`config.mk`:
```
export PLATFORM = sky130hd
export DESIGN_NAME = wildcard_pattern_match
export DESIGN_NICKNAME = d
export VERILOG_FILES = /design/src/hdl/wpm_pkg.sv /design/src/hdl/wpm_cell.sv /design/src/hdl/wildcard_pattern_match.sv
export VERILOG_INCLUDE_DIRS = /design/src /design/src/hdl
export SDC_FILE = /design/constraint.sdc
export NUM_CORES = 1
export LEC_CHECK = 0
export ABC_AREA = 1
export BUFFER_PORTS_ARGS = -buffer_cell sky130_fd_sc_hd__buf_2
export CAP_MARGIN = 25
export CORE_UTILIZATION = 50
export DETAILED_ROUTE_END_ITERATION = 7
export GPL_ROUTABILITY_DRIVEN = 0
export PLACE_DENSITY = 0.71
export SLEW_MARGIN = 25
export SYNTH_ARGS = -nofsm -noshare
export SYNTH_HDL_FRONTEND = slang
export SYNTH_HIERARCHICAL = 1
export SYNTH_SLANG_ARGS = --single-unit
```
`constraint.sdc`:
```
create_clock -name aclk -period 51.5 [get_ports aclk]
set_input_delay 10.3 -clock aclk [delete_from_list [all_inputs] [get_ports aclk]]
set_output_delay 10.3 -clock aclk [all_outputs]
set_load 0.01 [all_outputs]
```
`src/hdl/assert_macros.svh`:
```
// ---------------------------------------------------------------------------
// assertion macros
// shared concurrent assertion forms, clocked on aclk, quiet during reset
// ---------------------------------------------------------------------------
`ifndef ASSERT_MACROS_SVH
`define ASSERT_MACROS_SVH

`ifndef SYNTHESIS

`define WPM_ASSERT_ALWAYS(lbl, expr) \
    lbl: assert property (@(posedge aclk) disable iff (!aresetn) (expr)) \
        else $error("assertion failed");

`define WPM_ASSERT_IMPLIES(lbl, ante, cons) \
    lbl: assert property (@(posedge aclk) disable iff (!aresetn) (ante) |-> (cons)) \
        else $error("assertion failed");

`define WPM_ASSERT_NEXT(lbl, ante, cons) \
    lbl: assert property (@(posedge aclk) disable iff (!aresetn) (ante) |=> (cons)) \
        else $error("assertion failed");

`else

`define WPM_ASSERT_ALWAYS(lbl, expr)
`define WPM_ASSERT_IMPLIES(lbl, ante, cons)
`define WPM_ASSERT_NEXT(lbl, ante, cons)

`endif

`endif

```
`src/hdl/wpm_pkg.sv`:
```
// ---------------------------------------------------------------------------
// wpm_pkg
// item kinds, wildcard codes and the control bundle shared by the match cells
// ---------------------------------------------------------------------------
package wpm_pkg;

    localparam int LEN_W = 6;

    localparam logic [7:0] STAR_BYTE = 8'd42;
    localparam logic [7:0] ANY_BYTE  = 8'd63;

    typedef enum logic [1:0] {
        KIND_CLEAR  = 2'd0,
        KIND_APPEND = 2'd1,
        KIND_BEGIN  = 2'd2,
        KIND_TEXT   = 2'd3
    } wpm_kind_t;

    typedef struct packed {
        logic             load;
        logic             step;
        logic             wr;
        logic [LEN_W-1:0] len_cur;
        logic [LEN_W-1:0] len_next;
    } wpm_ctl_t;

endpackage

```
`src/hdl/wpm_cell.sv`:
```
// ---------------------------------------------------------------------------
// wpm_cell
// one pattern position: holds its pattern byte and its match bit, takes the
// leading-star and star-run ripples from its left neighbor
// ---------------------------------------------------------------------------
module wpm_cell
    import wpm_pkg::*;
#(
    parameter int INDEX = 1
) (
    input  logic       aclk,
    input  logic       aresetn,
    input  wpm_ctl_t   ctl,
    input  logic [7:0] symbol,
    input  logic       lead_in,
    input  logic       row_in,
    input  logic       old_in,
    output logic       lead_out,
    output logic       row_out,
    output logic       old_out
);

    logic [7:0] pattern_reg;
    logic [7:0] pattern_next;
    logic       bit_reg;
    logic       bit_next;
    logic       write_en;
    logic       active;
    logic       adv;

    assign write_en     = ctl.wr && (ctl.len_cur == LEN_W'(INDEX - 1));
    assign pattern_next = write_en ? symbol : pattern_reg;
    assign active       = (LEN_W'(INDEX) <= ctl.len_next);
    assign lead_out     = lead_in && active && (pattern_next == STAR_BYTE);

    always_comb begin
        if (pattern_reg == STAR_BYTE) begin
            adv = bit_reg | row_in;
        end else if (pattern_reg == ANY_BYTE || pattern_reg == symbol) begin
            adv = old_in;
        end else begin
            adv = 1'b0;
        end
    end

    always_comb begin
        priority if (ctl.load) begin
            bit_next = lead_out;
        end else if (ctl.step) begin
            bit_next = adv && active;
        end else begin
            bit_next = bit_reg;
        end
    end

    assign row_out = bit_next;
    assign old_out = bit_reg;

    always_ff @(posedge aclk) begin
        pattern_reg <= pattern_next;
    end

    always_ff @(posedge aclk) begin
        if (!aresetn) begin
            bit_reg <= 1'b0;
        end else begin
            bit_reg <= bit_next;
        end
    end

endmodule

```
`src/hdl/wildcard_pattern_match.sv`:
```
// ---------------------------------------------------------------------------
// wildcard_pattern_match
// glob matcher: stored pattern with star and question mark, text streamed
// one byte per item, one registered result per item
// ---------------------------------------------------------------------------
// One item is taken every clock cycle and its result appears in the output
// register on the next cycle; a stalled result holds the input only while
// the output register stays full. Each item updates the match row as it is
// taken: the row is a chain of MAX_PATTERN cells, one per pattern byte, and
// the star runs and the leading-star row for a new text ripple through that
// chain, so the clock period grows with MAX_PATTERN. No clearing pass is
// needed after reset.
module wildcard_pattern_match
    import wpm_pkg::*;
#(
    parameter int MAX_PATTERN = 32
) (
    input  logic       aclk,
    input  logic       aresetn,
    input  logic       s_tvalid,
    output logic       s_tready,
    input  logic [7:0] s_tdata,   // symbol[7:0]
    input  logic [1:0] s_tuser,   // kind[1:0]
    output logic       m_tvalid,
    input  logic       m_tready,
    output logic [7:0] m_tdata    // matched[0], overflow[1], zero[7:2]
);

`include "assert_macros.svh"

    localparam int IDX_W = $clog2(MAX_PATTERN + 1);

    wpm_kind_t        kind;
    logic             accept;
    logic [LEN_W-1:0] length_reg;
    logic [LEN_W-1:0] length_next;
    logic             row0_reg;
    logic             row0_next;
    logic             load;
    logic             step;
    logic             wr;
    logic             ovf;
    wpm_ctl_t         ctl;
    logic             m_valid_reg;
    logic             matched_reg;
    logic             overflow_reg;

    logic [MAX_PATTERN:0] lead_vec;
    logic [MAX_PATTERN:0] row_vec;
    logic [MAX_PATTERN:0] old_vec;

    assign kind     = wpm_kind_t'(s_tuser);
    assign s_tready = !m_valid_reg || m_tready;
    assign accept   = s_tvalid && s_tready;

    always_comb begin
        load        = 1'b0;
        step        = 1'b0;
        wr          = 1'b0;
        ovf         = 1'b0;
        length_next = length_reg;
        if (accept) begin
            unique case (kind)
                KIND_CLEAR: begin
                    length_next = '0;
                    load        = 1'b1;
                end
                KIND_APPEND: begin
                    load = 1'b1;
                    if (length_reg < LEN_W'(MAX_PATTERN)) begin
                        wr          = 1'b1;
                        length_next = length_reg + LEN_W'(1);
                    end else begin
                        ovf = 1'b1;
                    end
                end
                KIND_BEGIN: begin
                    load = 1'b1;
                end
                KIND_TEXT: begin
                    step = 1'b1;
                end
                default: begin
                    load = 1'b0;
                end
            endcase
        end
    end

    always_comb begin
        priority if (load) begin
            row0_next = 1'b1;
        end else if (step) begin
            row0_next = 1'b0;
        end else begin
            row0_next = row0_reg;
        end
    end

    assign ctl.load     = load;
    assign ctl.step     = step;
    assign ctl.wr       = wr;
    assign ctl.len_cur  = length_reg;
    assign ctl.len_next = length_next;

    assign lead_vec[0] = 1'b1;
    assign row_vec[0]  = row0_next;
    assign old_vec[0]  = row0_reg;

    for (genvar g = 1; g <= MAX_PATTERN; g++) begin : g_cell
        wpm_cell #(
            .INDEX(g)
        ) u_cell (
            .aclk    (aclk),
            .aresetn (aresetn),
            .ctl     (ctl),
            .symbol  (s_tdata),
            .lead_in (lead_vec[g-1]),
            .row_in  (row_vec[g-1]),
            .old_in  (old_vec[g-1]),
            .lead_out(lead_vec[g]),
            .row_out (row_vec[g]),
            .old_out (old_vec[g])
        );
    end

    always_ff @(posedge aclk) begin
        if (!aresetn) begin
            length_reg  <= '0;
            row0_reg    <= 1'b1;
            m_valid_reg <= 1'b0;
        end else begin
            length_reg <= length_next;
            row0_reg   <= row0_next;
            if (accept) begin
                m_valid_reg <= 1'b1;
            end else if (m_tready) begin
                m_valid_reg <= 1'b0;
            end
        end
    end

    always_ff @(posedge aclk) begin
        if (accept) begin
            matched_reg  <= row_vec[length_next[IDX_W-1:0]];
            overflow_reg <= ovf;
        end
    end

    assign m_tvalid = m_valid_reg;
    assign m_tdata  = {6'd0, overflow_reg, matched_reg};

    `WPM_ASSERT_ALWAYS(a_len_range, length_reg <= LEN_W'(MAX_PATTERN))
    `WPM_ASSERT_ALWAYS(a_row_above_len, ((old_vec >> length_reg) >> 1) == '0)
    `WPM_ASSERT_IMPLIES(a_ovf_full, m_valid_reg && overflow_reg,
        length_reg == LEN_W'(MAX_PATTERN))
    `WPM_ASSERT_NEXT(a_empty_text, accept && kind == KIND_TEXT && length_reg == '0,
        !matched_reg && !row0_reg)
    `WPM_ASSERT_NEXT(a_begin_row0, accept && kind == KIND_BEGIN, row0_reg)

endmodule
```
# --- Word-level counts from Yosys, hierarchy flattened ---
# Cells that the tools add are included.
word_totals:
  reg_bits: 298
  inputBits: 14
  out_inout_bits: 10
op_classes:
  add_sub_neg: 1
  magnitude_cmp: 34
  eq_ne: 162
  muxes: 177
  bitwise_logic: 32
  n_reduce_logical: 166
op_table:
  columns: ["op", "count"]
  rows:
  - ["== test 8 x 6 -> 1 bit (second input constant)", 96]
  - ["== test 8 bit", 32]
  - ["2-to-1 mux 8 bit", 32]
  - ["2-to-1 mux 1 bit", 141]
  - ["logical AND 1 bit", 128]
  - ["== test 6 x 5 -> 1 bit (second input constant)", 16]
  - ["less-or-equal comparator 5 x 6 -> 1 bit (first input constant)", 16]
  - ["== test 6 x 4 -> 1 bit (second input constant)", 8]
  - ["less-or-equal comparator 4 x 6 -> 1 bit (first input constant)", 8]
  - ["logical OR 1 bit", 33]
  - ["bitwise OR 1 bit", 32]
  - ["== test 6 x 3 -> 1 bit (second input constant)", 4]
  - ["less-or-equal comparator 3 x 6 -> 1 bit (first input constant)", 4]
  - ["== test 6 x 2 -> 1 bit (second input constant)", 2]
  - ["less-or-equal comparator 2 x 6 -> 1 bit (first input constant)", 2]
  - ["2-to-1 mux 6 bit", 2]
  - ["case mux 6 bit (2 select lines)", 1]
  - ["< comparator 6 x 7 -> 1 bit (second input constant)", 1]
  - ["adder 6 x 1 -> 6 bit (second input constant)", 1]
  - ["binary-select mux 1 bit (select 6 bit)", 1]
  - ["== test 6 x 1 -> 1 bit (second input constant)", 1]
  - ["less-or-equal comparator 1 x 6 -> 1 bit (first input constant)", 1]
  - ["less-or-equal comparator 6 bit (first input constant)", 1]
  - ["zero test 6 bit", 1]
  - ["7 further kinds", 8]

# --- Depth between registers and ports, before layout ---
depth:
  depth_word: 168
  depth_mapped: 160
  ltp_nobuf: 160

# --- By module ---
# Netlist, hierarchy kept.
by_module_without_submodules:
  columns: ["module", "n_inst", "cells_per_inst", "area_each_um2", "seq_area_each_um2"]
  rows:
  - ["wpm_cell (g_cell[14].u_cell ...)", 3, 110, 668.1, 180.2]
  - ["wpm_cell (g_cell[22].u_cell ...)", 3, 101, 604.3, 180.2]
  - ["wpm_cell (g_cell[12].u_cell ...)", 2, 118, 695.7, 180.2]
  - ["wpm_cell (g_cell[10].u_cell ...)", 2, 110, 666.9, 180.2]
  - ["wpm_cell (g_cell[18].u_cell ...)", 2, 108, 664.4, 180.2]
  - ["wildcard_pattern_match", 1, 184, 1187.4, 220.2]
  - ["wpm_cell (g_cell[11].u_cell)", 1, 112, 674.4, 180.2]
  - ["wpm_cell (g_cell[15].u_cell)", 1, 110, 669.4, 180.2]
  - ["wpm_cell (g_cell[19].u_cell)", 1, 109, 665.6, 180.2]
  - ["wpm_cell (g_cell[17].u_cell)", 1, 109, 663.1, 180.2]
  - ["wpm_cell (g_cell[1].u_cell)", 1, 111, 660.6, 180.2]
  - ["wpm_cell (g_cell[2].u_cell)", 1, 109, 660.6, 180.2]
  - ["wpm_cell (g_cell[5].u_cell)", 1, 108, 660.6, 180.2]
  - ["wpm_cell (g_cell[16].u_cell)", 1, 107, 654.4, 180.2]
  - ["+12 rows", null, null, null, null]

# --- Worst setup path after synthesis ---
# No wires, ideal clock.
synth_timing:
  path_type: "input to register"
  start: "in m_tready"
  end: "reg matched_reg, data pin"
  setup_ns: 0.256
  arrival_time_ns: 27.699
  path_slack_ns: 23.545
  stages: 152
  path_buffers: 0
  path_cell_list: "inv_2 > nand2_2 > nand2_2 > nor2_1 > nand2_1 > nand2_1 > nand2_1 > o21ai_0 > a21oi_1 > nand2_1 > nand2_1 > o21ai_0 > a21oi_1 > nand2_1 > nand2_1 > or2_2 > o21ai_0 > inv_1 > (+116 left out) > a21oi_1 > nand2_1 > nand2_1 > o21ai_1 > a21oi_1 > nand2_1 > nand2_1 > or2_2 > o21bai_1 > inv_1 > nand2_1 > nand2_2 > nand2_2 > inv_1 > nand3_1 > nor3_1 > nand3_1 > nand2_1"
synth_between:
  elab_chain_cells: 167
  word_cells_on_any_way: 361
  cone_classes: "32 x order compare; 32 x eq/ne; 136 x mux; 32 x bitwise; 129 x reduce/logical"
synth_rtl:
  columns: ["element", "line_no", "text"]
  rows:
  - ["start, declared", "wildcard_pattern_match.sv:25", "input logic m_tready,"]
  - ["logical OR 1 bit *", "wildcard_pattern_match.sv:53", "assign s_tready = !m_valid_reg || m_tready;"]
  - ["net s_tready", "wildcard_pattern_match.sv:21", "output logic s_tready,"]
  - ["logical AND 1 bit *", "wildcard_pattern_match.sv:54", "assign accept = s_tvalid && s_tready;"]
  - ["2-to-1 mux 1 bit *", "wildcard_pattern_match.sv:62", "if (accept) begin"]
  - ["net step", "wildcard_pattern_match.sv:40", "logic step;"]
  - ["2-to-1 mux 1 bit", "wildcard_pattern_match.sv:93", "end else if (step) begin"]
  - ["2-to-1 mux 1 bit", "wildcard_pattern_match.sv:91", "priority if (load) begin"]
  - ["bitwise OR 1 bit", "wpm_cell.sv:38", "adv = bit_reg | row_in;"]
  - ["(+4 left out)", null, null]
  - ["net row_vec[1]", "wildcard_pattern_match.sv:49", "logic [MAX_PATTERN:0] row_vec;"]
  - ["(+5 left out)", null, null]
  - ["net row_vec[2]", "wildcard_pattern_match.sv:49", null]
  - ["(+5 left out)", null, null]
  - ["net row_vec[3]", "wildcard_pattern_match.sv:49", null]
  - ["(+5 left out)", null, null]
  - ["net row_vec[4]", "wildcard_pattern_match.sv:49", null]
  - ["(+5 left out)", null, null]
  - ["net row_vec[5]", "wildcard_pattern_match.sv:49", null]
  - ["(+5 left out)", null, null]
  - ["net row_vec[6]", "wildcard_pattern_match.sv:49", null]
  - ["(+5 left out)", null, null]
  - ["net row_vec[7]", "wildcard_pattern_match.sv:49", null]
  - ["(+5 left out)", null, null]
  - ["net row_vec[8]", "wildcard_pattern_match.sv:49", null]
  - ["(+5 left out)", null, null]
  - ["net row_vec[9]", "wildcard_pattern_match.sv:49", null]
  - ["(+5 left out)", null, null]
  - ["net row_vec[10]", "wildcard_pattern_match.sv:49", null]
  - ["(+5 left out)", null, null]
  - ["net row_vec[11]", "wildcard_pattern_match.sv:49", null]
  - ["(+5 left out)", null, null]
  - ["net row_vec[12]", "wildcard_pattern_match.sv:49", null]
  - ["(+5 left out)", null, null]
  - ["net row_vec[13]", "wildcard_pattern_match.sv:49", null]
  - ["(+5 left out)", null, null]
  - ["net row_vec[14]", "wildcard_pattern_match.sv:49", null]
  - ["(+5 left out)", null, null]
  - ["net row_vec[15]", "wildcard_pattern_match.sv:49", null]
  - ["(+5 left out)", null, null]
  - ["net row_vec[16]", "wildcard_pattern_match.sv:49", null]
  - ["(+5 left out)", null, null]
  - ["net row_vec[17]", "wildcard_pattern_match.sv:49", null]
  - ["(+5 left out)", null, null]
  - ["net row_vec[18]", "wildcard_pattern_match.sv:49", null]
  - ["(+5 left out)", null, null]
  - ["net row_vec[19]", "wildcard_pattern_match.sv:49", null]
  - ["(+5 left out)", null, null]
  - ["net row_vec[20]", "wildcard_pattern_match.sv:49", null]
  - ["(+5 left out)", null, null]
  - ["net row_vec[21]", "wildcard_pattern_match.sv:49", null]
  - ["(+5 left out)", null, null]
  - ["net row_vec[22]", "wildcard_pattern_match.sv:49", null]
  - ["(+5 left out)", null, null]
  - ["net row_vec[23]", "wildcard_pattern_match.sv:49", null]
  - ["(+5 left out)", null, null]
  - ["net row_vec[24]", "wildcard_pattern_match.sv:49", null]
  - ["(+5 left out)", null, null]
  - ["net row_vec[25]", "wildcard_pattern_match.sv:49", null]
  - ["(+5 left out)", null, null]
  - ["net row_vec[26]", "wildcard_pattern_match.sv:49", null]
  - ["(+5 left out)", null, null]
  - ["net row_vec[27]", "wildcard_pattern_match.sv:49", null]
  - ["(+5 left out)", null, null]
  - ["net row_vec[28]", "wildcard_pattern_match.sv:49", null]
  - ["(+5 left out)", null, null]
  - ["net row_vec[29]", "wildcard_pattern_match.sv:49", null]
  - ["(+5 left out)", null, null]
  - ["net row_vec[30]", "wildcard_pattern_match.sv:49", null]
  - ["(+5 left out)", null, null]
  - ["net row_vec[31]", "wildcard_pattern_match.sv:49", null]
  - ["bitwise OR 1 bit *", "wpm_cell.sv:38", null]
  - ["2-to-1 mux 1 bit *", "wpm_cell.sv:37", "if (pattern_reg == STAR_BYTE) begin"]
  - ["logical AND 1 bit *", "wpm_cell.sv:50", "bit_next = adv && active;"]
  - ["2-to-1 mux 1 bit *", "wpm_cell.sv:49", "end else if (ctl.step) begin"]
  - ["2-to-1 mux 1 bit *", "wpm_cell.sv:47", "priority if (ctl.load) begin"]
  - ["net row_vec[32]", "wildcard_pattern_match.sv:49", null]
  - ["binary-select mux 1 bit (select 6 bit) *", "wildcard_pattern_match.sv:145", "matched_reg <= row_vec[length_next[IDX_W-1:0]];"]
  - ["2-to-1 mux 1 bit (implied by the code) *", "wildcard_pattern_match.sv:145", null]
  - ["end signal, assigned", "wildcard_pattern_match.sv:145", null]
  - ["end, declared", "wildcard_pattern_match.sv:45", "logic matched_reg;"]
# The timed path passes the listed nets; every way through them passes the cells marked *. The select of a mux whose other input is x is not followed.
# A chain may end at the register's enable or synchronous reset.

# --- Worst setup path in the final report ---
layout_timing:
  start: "in s_tuser[1]"
  end: "reg matched_reg, data pin"
layout_between:
  word_cells_on_any_way: 368
  cone_classes: "32 x order compare; 35 x eq/ne; 140 x mux; 32 x bitwise; 129 x reduce/logical"
layout_rtl:
  columns: ["element", "line_no", "text"]
  rows:
  - ["start, declared", "wildcard_pattern_match.sv:23", "input logic [1:0] s_tuser,"]
  - ["== test 2 x 1 -> 1 bit", "wildcard_pattern_match.sv:63", "unique case (kind)"]
  - ["2-to-1 mux 1 bit", "wildcard_pattern_match.sv:63", null]
  - ["2-to-1 mux 1 bit", "wildcard_pattern_match.sv:62", null]
  - ["net wr", "wildcard_pattern_match.sv:41", "logic wr;"]
  - ["logical AND 1 bit", "wpm_cell.sv:31", "assign write_en = ctl.wr && (ctl.len_cur == LEN_W'(INDEX - 1));"]
  - ["2-to-1 mux 8 bit", "wpm_cell.sv:32", "assign pattern_next = write_en ? symbol : pattern_reg;"]
  - ["== test 8 x 6 -> 1 bit", "wpm_cell.sv:34", "assign lead_out = lead_in && active && (pattern_next == STAR_BYTE);"]
  - ["logical AND 1 bit", "wpm_cell.sv:34", null]
  - ["(+1 left out)", null, null]
  - ["net row_vec[1]", "wildcard_pattern_match.sv:49", null]
  - ["(+5 left out)", null, null]
  - ["net row_vec[2]", "wildcard_pattern_match.sv:49", null]
  - ["(+5 left out)", null, null]
  - ["net row_vec[3]", "wildcard_pattern_match.sv:49", null]
  - ["(+5 left out)", null, null]
  - ["net row_vec[4]", "wildcard_pattern_match.sv:49", null]
  - ["(+5 left out)", null, null]
  - ["net row_vec[5]", "wildcard_pattern_match.sv:49", null]
  - ["(+5 left out)", null, null]
  - ["net row_vec[6]", "wildcard_pattern_match.sv:49", null]
  - ["(+5 left out)", null, null]
  - ["net row_vec[7]", "wildcard_pattern_match.sv:49", null]
  - ["(+5 left out)", null, null]
  - ["net row_vec[8]", "wildcard_pattern_match.sv:49", null]
  - ["(+5 left out)", null, null]
  - ["net row_vec[9]", "wildcard_pattern_match.sv:49", null]
  - ["(+5 left out)", null, null]
  - ["net row_vec[10]", "wildcard_pattern_match.sv:49", null]
  - ["(+5 left out)", null, null]
  - ["net row_vec[11]", "wildcard_pattern_match.sv:49", null]
  - ["(+5 left out)", null, null]
  - ["net row_vec[12]", "wildcard_pattern_match.sv:49", null]
  - ["(+5 left out)", null, null]
  - ["net row_vec[13]", "wildcard_pattern_match.sv:49", null]
  - ["(+5 left out)", null, null]
  - ["net row_vec[14]", "wildcard_pattern_match.sv:49", null]
  - ["(+5 left out)", null, null]
  - ["net row_vec[15]", "wildcard_pattern_match.sv:49", null]
  - ["(+5 left out)", null, null]
  - ["net row_vec[16]", "wildcard_pattern_match.sv:49", null]
  - ["(+5 left out)", null, null]
  - ["net row_vec[17]", "wildcard_pattern_match.sv:49", null]
  - ["(+5 left out)", null, null]
  - ["net row_vec[18]", "wildcard_pattern_match.sv:49", null]
  - ["(+5 left out)", null, null]
  - ["net row_vec[19]", "wildcard_pattern_match.sv:49", null]
  - ["(+5 left out)", null, null]
  - ["net row_vec[20]", "wildcard_pattern_match.sv:49", null]
  - ["(+5 left out)", null, null]
  - ["net row_vec[21]", "wildcard_pattern_match.sv:49", null]
  - ["(+5 left out)", null, null]
  - ["net row_vec[22]", "wildcard_pattern_match.sv:49", null]
  - ["(+5 left out)", null, null]
  - ["net row_vec[23]", "wildcard_pattern_match.sv:49", null]
  - ["(+5 left out)", null, null]
  - ["net row_vec[24]", "wildcard_pattern_match.sv:49", null]
  - ["(+5 left out)", null, null]
  - ["net row_vec[25]", "wildcard_pattern_match.sv:49", null]
  - ["(+5 left out)", null, null]
  - ["net row_vec[26]", "wildcard_pattern_match.sv:49", null]
  - ["(+5 left out)", null, null]
  - ["net row_vec[27]", "wildcard_pattern_match.sv:49", null]
  - ["(+5 left out)", null, null]
  - ["net row_vec[28]", "wildcard_pattern_match.sv:49", null]
  - ["(+5 left out)", null, null]
  - ["net row_vec[29]", "wildcard_pattern_match.sv:49", null]
  - ["(+5 left out)", null, null]
  - ["net row_vec[30]", "wildcard_pattern_match.sv:49", null]
  - ["(+5 left out)", null, null]
  - ["net row_vec[31]", "wildcard_pattern_match.sv:49", null]
  - ["bitwise OR 1 bit", "wpm_cell.sv:38", null]
  - ["2-to-1 mux 1 bit", "wpm_cell.sv:37", null]
  - ["logical AND 1 bit", "wpm_cell.sv:50", null]
  - ["2-to-1 mux 1 bit", "wpm_cell.sv:49", null]
  - ["2-to-1 mux 1 bit", "wpm_cell.sv:47", null]
  - ["net row_vec[32]", "wildcard_pattern_match.sv:49", null]
  - ["binary-select mux 1 bit (select 6 bit)", "wildcard_pattern_match.sv:145", null]
  - ["2-to-1 mux 1 bit (implied by the code)", "wildcard_pattern_match.sv:145", null]
# The timed path passes the listed nets, and every way through them passes these cells. The select of a mux whose other input is x is not followed.

==> metrics.cfg <==
[detailed_routing]
drt-total-wl_mm = 59.2
wl_met2_mm = 26.0
vias = 20953
highest_layer = met5
ant_nets = 0
met3_length_mm = 3.51
drtIter0Drc = 1823
drc = 0
wl_met1_mm = 28.1
drtPass1Iterations = 6
routedWlPerCell_um = 13.9
viasPerCell = 4.90

[job]
cap_violations = 0

[synthesis]
synth.cell_area_sq_um = 21900
syn-instance-count = 3621
syn_avg_cell_area_sq_um = 6.05
yosysWarnings = 6

[floorplan]
die_height_um = 211
coreArea_sq_um = 43200
core.rowCount = 76
die_x_um = 211
die-area_sq_um = 44600
ioPinCount = 24
initial_core_util = 0.507

[clocking]
numCtsBuffers = 38
clk_path_buf_depth = 3
htreeDepth = 2
clkSinkCount = 298
cts_resized = 0
clk_root_buffer_cell = clkbuf_16
cts_hold_buf = 0
insertion_delay_ps = 560
post_cts_buffers = 0
cts_tree = yes
clk_pin_slew_ps = 60

[grt]
first_global_vias = 19096
grt_start_max_net_pins = 60
grt_pass1_wl_mm = 97.1
track_usage = 0.270
antenna_found_initial = 2
grt_overflow = 0

[setup_path]
end_kind = flip-flop
rr_startpoint = length_reg[1]$_SDFF_PN0_
r2r_end = matched_reg$_DFFE_PN_
cp.arrival_ps = 27920
crit_slowest_cell = nor4_1
ff2ff_path_depth = 155
cp-start-kind = primary input
reg2reg_slack_ps = 33170
required_ps = 51820
cp_common_cell = nand2_1
cp-startpoint = s_tuser[1]
worstSetupPathType = in2reg
max_stage_delay_ps = 380
cp_max_fo = 32

[final_layout]
fin_nets = 3675
final_cells = 4272
largest_register_ffs = 256
drive_above_1_share = 0.110
diodes = 0
syn_to_final_growth_pct = 8.58

[pwr]
p_seq_frac = 0.409
leakagePower_nw = 12.1
p_int_w = 0.000434
netSwitchingFraction = 0.269
p_comb_frac = 0.121
powerDensity_nw_per_um2 = 24.9
p_clk_frac = 0.470
peakVddDrop_mv = 0.0171
p_switching_w = 0.000159

[sta]
maxSlewViolCount = 0
period_needed_ps = 27600
fin_skew_ps = 21.4
slew_headroom = 0.464
rsz0062_at_grt = no
fmax_mhz = 36.2
hold_viol = 0
holdWs_ps = 486
tns_ps = 0
worst_pin_slew_ps = 797
finalCritPeriodShare = 0.536
setup_viol = 0

[place]
io_buffers = 17
dp_hpwl_mm = 40.3
dp.cells = 4205

[min_path]
worstHoldStart = g_cell[24].u_cell/pattern_reg[5]$_DFF_P_
min_path_cells = 2
holdPathEnd = g_cell[24].u_cell/pattern_reg[5]$_DFF_P_
hold_class = reg2reg

[outcome]
status = finished, final reports clean

[cells in the final DEF, fill, tap and decap left out, drive strengths merged, types with 3 or more instances in the layout]
| cell type | n |
|---|---|
| nand4 | 30 |
| dfxtp | 296 |
| xnor2 | 110 |
| nor3 | 135 |
| nand3b | 40 |
| inv | 686 |
| nor3b | 10 |
| a21oi | 69 |
| nand3 | 237 |
| clkbuf | 63 |
| and3b | 7 |
| nor4 | 3 |
| o21ai | 155 |
| o21bai | 7 |
| a21o | 3 |
| nand2 | 1450 |
| or2 | 6 |
| and2 | 8 |
| and3 | 31 |
| buf | 42 |
| nor2 | 270 |
| o21a | 8 |
| conb | 7 |
[power by group through the flow]
stage	registers [W]	logic [W]	clock network, W
CTS	0.000242	0.0000711	0.000284
finish	0.000242	0.0000716	0.000279
detailed placement	0.000247	0.0000705	0
global placement	0.000247	0.0000702	0
floorplan	0.000247	0.0000484	0
global route	0.000243	0.0000802	0.000293
[critical path, delay by kind of cell]
family / cells / cell delay [ps]
AOI/OAI and AO/OA: 56 / 6680
buffers and inverters: 15 / 1210
and+or+nand+nor: 89 / 9630
[how the worst max path moves through the flow]
stage	endpoint	cells past startpoint	slack (ps)
final	matched_reg$_DFFE_PN_	160	23900
after global routing	matched_reg$_DFFE_PN_	160	21610
after CTS	matched_reg$_DFFE_PN_	160	24180
after detailed placement	matched_reg$_DFFE_PN_	160	23690
after global placement	matched_reg$_DFFE_PN_	160	24180
after floorplan	matched_reg$_DFFE_PN_	152	23540
[cell type report]
| class | instances | area, sq um |
|---|---|---|
| multi-input cells | 2594 | 12900 |
| fillers | 4349 | 19400 |
| flip-flops and latches | 298 | 5990 |
| well taps | 585 | 732 |
| clock inverters | 4 | 70.1 |
| repair buffers | 42 | 293 |
| clock buffers | 63 | 1240 |
| inverters | 686 | 2570 |
[through the flow]
stage / cell area (sq um) / power [W] / utilization / setup WS [ps]
after floorplan: 21900 / 0.000296 / - / 23540
after global placement: 22500 / 0.000318 / 0.520 / 24180
after detailed placement: 22500 / 0.000318 / 0.520 / 23690
after CTS: 23800 / 0.000597 / 0.551 / 24180
after global routing: 23800 / 0.000616 / 0.551 / 21610
final: 23800 / 0.000593 / 0.551 / 23900
[layer usage]
| layer | global-route usage | vias up |
|---|---|---|
| met5 | 0 | - |
| met1 | 0.374 | 9194 |
| met3 | 0.0337 | 94 |
| li1 | - | 11124 |
| met2 | 0.434 | 537 |
| met4 | 0.0877 | 4 |
Power figures use the tool's default switching activity.
